### src/design/sliding_dft_update_assert.svh
// assertion macros for the sliding dft update block
// expects clk_i and rst_ni in the scope of the module that uses them
`ifndef SLIDING_DFT_UPDATE_ASSERT_SVH
`define SLIDING_DFT_UPDATE_ASSERT_SVH

// same-cycle implication, checked outside reset
`define SDFT_ASSERT_NOW(label, ante, cons) \
  label: assert property (@(posedge clk_i) disable iff (!rst_ni) (ante) |-> (cons)) \
    else $error("sliding dft check failed");

// next-cycle implication, checked outside reset
`define SDFT_ASSERT_NEXT(label, ante, cons) \
  label: assert property (@(posedge clk_i) disable iff (!rst_ni) (ante) |=> (cons)) \
    else $error("sliding dft check failed");

`endif

### src/design/sdft_cell.sv
// one cell of a shift chain: a register that takes its neighbor's value when enabled
// no dependencies
`default_nettype none

module sdft_cell #(
  parameter int unsigned Width = 40
) (
  input  logic             clk_i,
  input  logic             rst_ni,
  input  logic             en_i,
  input  logic [Width-1:0] d_i,
  output logic [Width-1:0] q_o
);

  logic [Width-1:0] data_q;

  always_ff @(posedge clk_i or negedge rst_ni) begin
    if (!rst_ni) begin
      data_q <= '0;
    end else if (en_i) begin
      data_q <= d_i;
    end
  end

  assign q_o = data_q;

endmodule

`default_nettype wire

### config.mk
export PLATFORM = sky130hd
export DESIGN_NAME = sdft_cell
export DESIGN_NICKNAME = d
export VERILOG_FILES = /design/src/design/sliding_dft_update_assert.svh /design/src/design/sdft_cell.sv
export SDC_FILE = /design/constraint.sdc
export NUM_CORES = 1
export LEC_CHECK = 0
export ABC_AREA = 1
export BUFFER_PORTS_ARGS = -buffer_cell sky130_fd_sc_hd__buf_2
export CORE_MARGIN = 2
export CORE_UTILIZATION = 25
export CTS_CLUSTER_SIZE = 28
export DETAILED_ROUTE_END_ITERATION = 6
export PLACE_DENSITY = 0.57
export RECOVER_POWER = 100
export SYNTH_ARGS = -nofsm -noshare
export SYNTH_HDL_FRONTEND = slang
export SYNTH_SLANG_ARGS = --single-unit
### constraint.sdc
create_clock -name clk_i -period 1.3 [get_ports clk_i]
set_clock_uncertainty 0.1 [all_clocks]
set_input_delay 0.26 -clock clk_i [delete_from_list [all_inputs] [get_ports clk_i]]
set_output_delay 0.26 -clock clk_i [all_outputs]
set_load 0.005 [all_outputs]
== Yosys cells after proc, flatten, opt, wreduce, memory -nomap -nowiden ==
Index checks and enable logic that the tools add are counted.
Storage, ports and cells
  flip-flop bits (word level): 40
  input bits: 43
  output and inout port bits: 40

== Logic depth before layout (Yosys ltp) ==
Gate-level depths: netlist (run 1).
  depth in word-level cells: 0
  depth in mapped cells: 5

== Least setup slack after synthesis (run 1) ==
Ideal clock, no wire load.
  kind: input to register
  start point: input port en_i
  end point: register data_q[0], in the netlist q_o[0]
  library setup time: 0.116 ns
  data arrival time: 0.625 ns
  data required time: 1.084 ns
  setup slack: 0.459 ns
  stages on the path: 5
  cell sequence: buf_6 > inv_8 > buf_12 > nand2_2 > nand2_1
RTL lines
  from (decl): line sdft_cell.sv:10  | input logic en_i,
  to (signal assigned): line sdft_cell.sv:21  | data_q <= d_i;
  to (decl): line sdft_cell.sv:15  | logic [Width-1:0] data_q;

== Worst setup path in the final report (run 1) ==
  start point: register data_q[39], in the netlist q_o[39]
  end point: output port q_o[39]
RTL lines
  to (decl): line sdft_cell.sv:12  | output logic [Width-1:0] q_o
No word-level cell between the ends.

==> results of run 1 <==
==> layer usage <==
| layer | vias to the layer above | routed length, um | track usage, % |
|---|---|---|---|
| met1 | 588 | 1490 | 12.02 |
| li1 | 669 | - | - |
| met5 | - | 0 | 0 |
| met2 | 42 | 1609 | 15.73 |
| met4 | 0 | 46 | 3.079 |
| met3 | 6 | 258 | 4.130 |
==> where the power goes <==
part           internal (mW)  switching (mW)  leakage [nW]
Clock                  0.433           0.398        0.0455
Sequential              1.35          0.0597         0.487
Combinational          0.166           0.189         0.674
Total                   1.95           0.646          1.21
==> synth_stat cells <==
library cell,instances
sky130_fd_sc_hd__clkbuf_8,3
sky130_fd_sc_hd__dfrtp_1,40
sky130_fd_sc_hd__nand2_2,10
sky130_fd_sc_hd__nand2_1,110
sky130_fd_sc_hd__buf_6,5
sky130_fd_sc_hd__inv_8,1
sky130_fd_sc_hd__buf_12,1
==> area by class of cell <==
| type | instances | share of cell area [%] |
|---|---|---|
| repair buffers | 86 | 20.17 |
| flip-flops and latches | 40 | 47.73 |
| inverters | 1 | 0.5370 |
| clock buffers | 8 | 4.296 |
| well taps | 77 | 4.594 |
| multi-input cells | 120 | 22.67 |
==> final timing paths <==
| kind | to | cells after the start | slack (ns) |
|---|---|---|---|
| min in group asynchronous | q_o[11] | 3 | 0.50 |
| worst min register to register | q_o[30] | 2 | 0.37 |
| worst max register to register | q_o[10] | 2 | 0.58 |
| worst min-delay path | q_o[24] | 3 | 0.07 |
| worst max-delay path | q_o[39] | 1 | 0.13 |
| max in group asynchronous | q_o[1] | 3 | 0.23 |
==> cells by family after synthesis <==
kind of cell	after synthesis	synth area share (%)
buffers and inverters	10	8.028
AND/OR/NAND/NOR	120	29.62
flip-flops	40	62.35
==> per-stage QoR <==
stage	total power, mW	area, um^2	utilization (%)
floorplan	1.615	1605	-
global placement	1.813	2029	32.33
detailed placement	1.819	2029	32.33
CTS	2.686	2130	33.92
global route	2.783	2097	33.41
finish	2.600	2097	33.41
==> tightest hold or removal path: stages <==
cell,delay (ns)
sky130_fd_sc_hd__buf_2,0.07
sky130_fd_sc_hd__nand2_1,0.04
sky130_fd_sc_hd__nand2_1,0.05
==> impl_metrics.ini, run 1 <==
[sta]
worst_slack_ns = 0.1326
achievable-frequency_ghz = 0.8566
hold_viol = 0
final.min_clock_period_ns = 1.167
final-setup-viol-count = 0
slew_headroom_pct = 63.93
worst_hold_slack_ns = 0.06874
timing_worst_slew_pin_value_ns = 0.5410
fin_setup_tns_ns = 0
timing.final.crit_share_pct = 89.80
final_max_slew_viol_count = 0
setup_repair_after_global_routing_missed_its_margin = false

[routing]
first_iter_violations = 50
drt-wirelength-per-cell_um = 10.25
drc = 0
drt_first_pass_iters = 4
route.vias.total = 1305
detail_route.vias_per_cell = 3.931
drt.antenna.violating_nets = 0
routed_wirelength_mm = 3.403

[place]
worst_slack_at_placement_ns = 0.2901
place_congestion = 0.6935
placed_cells_incl_taps = 323
io_buffers = 82
detailed_place_hpwl_mm = 2.416

[worst_setup_path]
timing.critical_path.buf_inv = 1
startpoint_of_the_most_critical_setup_path = q_o[39]
worstPathArrival_ns = 0.81
timing.rr.start = q_o[10]
cpMaxStageDelayCell = sky130_fd_sc_hd__dfrtp_1
timing.critical_path.from_type = register
worst_path_dominant_cell_family = flip-flops
worst_path_largest_cell_delay_ns = 0.40
worstPathRequired_ns = 0.94
cp-end-kind = output pin
crit_fanout = 2
cp_cell_sequence = buf_2
critPathKind = reg2out

[clock_tree]
clock_path_buffers = 2
path_clk_slew_ns = 0.07
numCtsBuffers = 5
resized_cells_post_cts = 0
post_cts_buffers = 0
holdBufCountCts = 1
clock-sinks = 40
clk-insertion-delay-late_ns = 0.28
cts_tree = done
cts.htree.levels = 2
clockRootBuffer = sky130_fd_sc_hd__clkbuf_8

[floorplan]
fp-row-count = 29
io_pins = 83
floorplan.die_area_um2 = 7078
initial_core_utilization_pct = 25.57
chipWidth_um = 84.13
die-height_um = 84.13
core_area_um2 = 6277

[cells_and_area]
final_common_cell = sky130_fd_sc_hd__nand2_1
final_cell_count_no_fill = 332
multi_input_comb_area_um2 = 475.5
fraction_of_layout_cells_with_a_size_suffix_above_1_pct = 35.29
nNetsFinal = 297
number_of_inserted_filler_cells_in_the_final_layout = 703
syn2layout_area_growth_pct = 30.63
final_cell_mix = 110 x sky130_fd_sc_hd__nand2_1, 70 x sky130_fd_sc_hd__buf_2, 40 x sky130_fd_sc_hd__dfrtp_1
n_antenna_cell = 0
regArea_um2 = 1001
largest_register_ff_count = 40

[flow_run]
timing.max_cap.violations = 0

[yosys]
syn_area_um2 = 1605
synthDominantAreaCellType = sky130_fd_sc_hd__dfrtp_1
yosys.cell_types.count = 7
synth_fp_nets = 213
ys_seq_area_share_pct = 62.35
postSynthCellCount = 170
yosys_warnings = 0
synth.avg_cell_area_um2 = 9.443
postSynthRegisterBits = 40
post-synth-top-area-fraction_pct = 62.35
netlist_top_cells_area = sky130_fd_sc_hd__dfrtp_1 62%, sky130_fd_sc_hd__nand2_1 26%, sky130_fd_sc_hd__nand2_2 3.9%

[global_routing]
grt_pass1_wl_mm = 5.644
grt_overflow_total = 0
grt_start_max_net_pins = 41
via_count_of_the_first_global_routing_pass = 1275
antenna_violations_before_repair = 0
groute.usage.overall_pct = 9.801

[power]
power.static_leakage_nw = 1.207
pwr_density_cell_nw_per_um2 = 1240
power.ir.vdd_worst_mv = 0.4251

[status]
status = completed

[min_path]
class_of_the_worst_hold_path = in2reg
worst_min_delay_path_startpoint = d_i[24]
(Power assumes the default switching activity.)
==> inputs of run 2 (changes only) <==
- PLACE_DENSITY: 0.57 -> unset
- TNS_END_PERCENT: unset -> 1
==> impl_metrics.ini, run 2 (synthesis gave the netlist of run 1 again) <==
[status]
status = completed

[place]
place_congestion = 0.6719
io_buffers = 82
placed_cells_incl_taps = 323
detailed_place_hpwl_mm = 2.395

[routing]
first_iter_violations = 24
drt_first_pass_iters = 4
drt-wirelength-per-cell_um = 10.14
drc = 0
detail_route.vias_per_cell = 3.964
routed_wirelength_mm = 3.368
route.vias.total = 1316
drt.antenna.violating_nets = 0

[worst_setup_path]
critPathKind = reg2out
worst_path_largest_cell_delay_ns = 0.39
worst_path_dominant_cell_family = flip-flops
timing.critical_path.from_type = register
cp-end-kind = output pin
crit_fanout = 2
cp_cell_sequence = buf_2
worstPathRequired_ns = 0.94
timing.critical_path.buf_inv = 1
cpMaxStageDelayCell = sky130_fd_sc_hd__dfrtp_1
worstPathArrival_ns = 0.81

[clock_tree]
holdBufCountCts = 1
clock-sinks = 40
clockRootBuffer = sky130_fd_sc_hd__clkbuf_8
resized_cells_post_cts = 0
numCtsBuffers = 5
post_cts_buffers = 0
clk-insertion-delay-late_ns = 0.28
cts.htree.levels = 2
path_clk_slew_ns = 0.07
clock_path_buffers = 2
cts_tree = done

[cells_and_area]
regArea_um2 = 1001
fraction_of_layout_cells_with_a_size_suffix_above_1_pct = 35.69
final_common_cell = sky130_fd_sc_hd__nand2_1
multi_input_comb_area_um2 = 475.5
final_cell_mix = 110 x sky130_fd_sc_hd__nand2_1, 71 x sky130_fd_sc_hd__buf_2, 40 x sky130_fd_sc_hd__dfrtp_1
syn2layout_area_growth_pct = 31.80
largest_register_ff_count = 40
number_of_inserted_filler_cells_in_the_final_layout = 701
final_cell_count_no_fill = 332
final_design_utilization_pct = 33.71
n_antenna_cell = 0
nNetsFinal = 297

[floorplan]
core_area_um2 = 6277
fp-row-count = 29
die-height_um = 84.13
io_pins = 83
floorplan.die_area_um2 = 7078
chipWidth_um = 84.13
initial_core_utilization_pct = 25.57

[sta]
final-setup-viol-count = 0
slew_headroom_pct = 64.03
final_max_slew_viol_count = 0
worst_hold_slack_ns = 0.06987
achievable-frequency_ghz = 0.8578
setup_repair_after_global_routing_missed_its_margin = false
timing.final.crit_share_pct = 89.67
fin_setup_tns_ns = 0
final.min_clock_period_ns = 1.166
timing_worst_slew_pin_value_ns = 0.5396
hold_viol = 0

[flow_run]
timing.max_cap.violations = 0

[min_path]
class_of_the_worst_hold_path = in2reg

[global_routing]
grt_start_max_net_pins = 41
via_count_of_the_first_global_routing_pass = 1304
grt_overflow_total = 0
grt_pass1_wl_mm = 6.003
antenna_violations_before_repair = 0
groute.usage.overall_pct = 10.40

[power]
totalPowerFinal_mw = 2.603
pwr_density_cell_nw_per_um2 = 1230
power.static_leakage_nw = 1.216
power.ir.vdd_worst_mv = 0.5031
run 2: changes by cell type in the layout (fill, tap and decap cells not counted):
cell | previous run | this run
sky130_fd_sc_hd__clkbuf_2 | 2 | 0
sky130_fd_sc_hd__buf_2 | 70 | 71
sky130_fd_sc_hd__buf_1 | 2 | 0
sky130_fd_sc_hd__buf_4 | 0 | 1
sky130_fd_sc_hd__buf_12 | 0 | 1
sky130_fd_sc_hd__clkbuf_1 | 12 | 13
run 2: power breakdown:
group,switching [mW],internal (mW)
Combinational,0.190,0.173
Sequential,0.0602,1.35
Clock,0.393,0.433
Total,0.643,1.96
run 2: tightest hold or removal path, delay by kind of cell:
| kind | cells | cell delay [ns] |
|---|---|---|
| and+or+nand+nor | 2 | 0.09 |
| buffers and inverters | 1 | 0.07 |
run 2: metal layers:
metal  up-vias  track usage [%]  part of all wire [%]  wire (um)
met3         6            3.441                   7.2        244
met2        47            16.88                    49       1643
li1        670                -                     -          -
met5         -                0                     0          0
met4         0            3.519                   1.4         47
met1       593            13.07                    43       1433
run 2: final timing paths:
kind | start | to | slack, ns | depth (start not counted)
setup / recovery | q_o[4] | q_o[4] | 0.13 | 1
hold / removal | d_i[32] | q_o[32] | 0.07 | 3
setup reg to reg | q_o[12] | q_o[12] | 0.58 | 2
hold reg to reg | q_o[14] | q_o[14] | 0.37 | 2
max in group asynchronous | rst_ni | q_o[13] | 0.22 | 3
min in group asynchronous | rst_ni | q_o[31] | 0.50 | 3
run 2: area by class of cell:
| class | count | area share, % |
|---|---|---|
| Clock buffer | 8 | 4.258 |
| Timing Repair Buffer | 86 | 20.88 |
| Multi-Input combinational cell | 120 | 22.47 |
| Tap cell | 77 | 4.554 |
| Inverter | 1 | 0.5322 |
| Sequential cell | 40 | 47.31 |
run 2: metrics by stage:
stage / instance area [um^2] / setup WS (ns)
CTS: 2142 / 0.1129
global placement: 2042 / 0.3449
global route: 2116 / 0.07444
detailed placement: 2042 / 0.3187
floorplan: 1605 / 0.4587
finish: 2116 / 0.1343
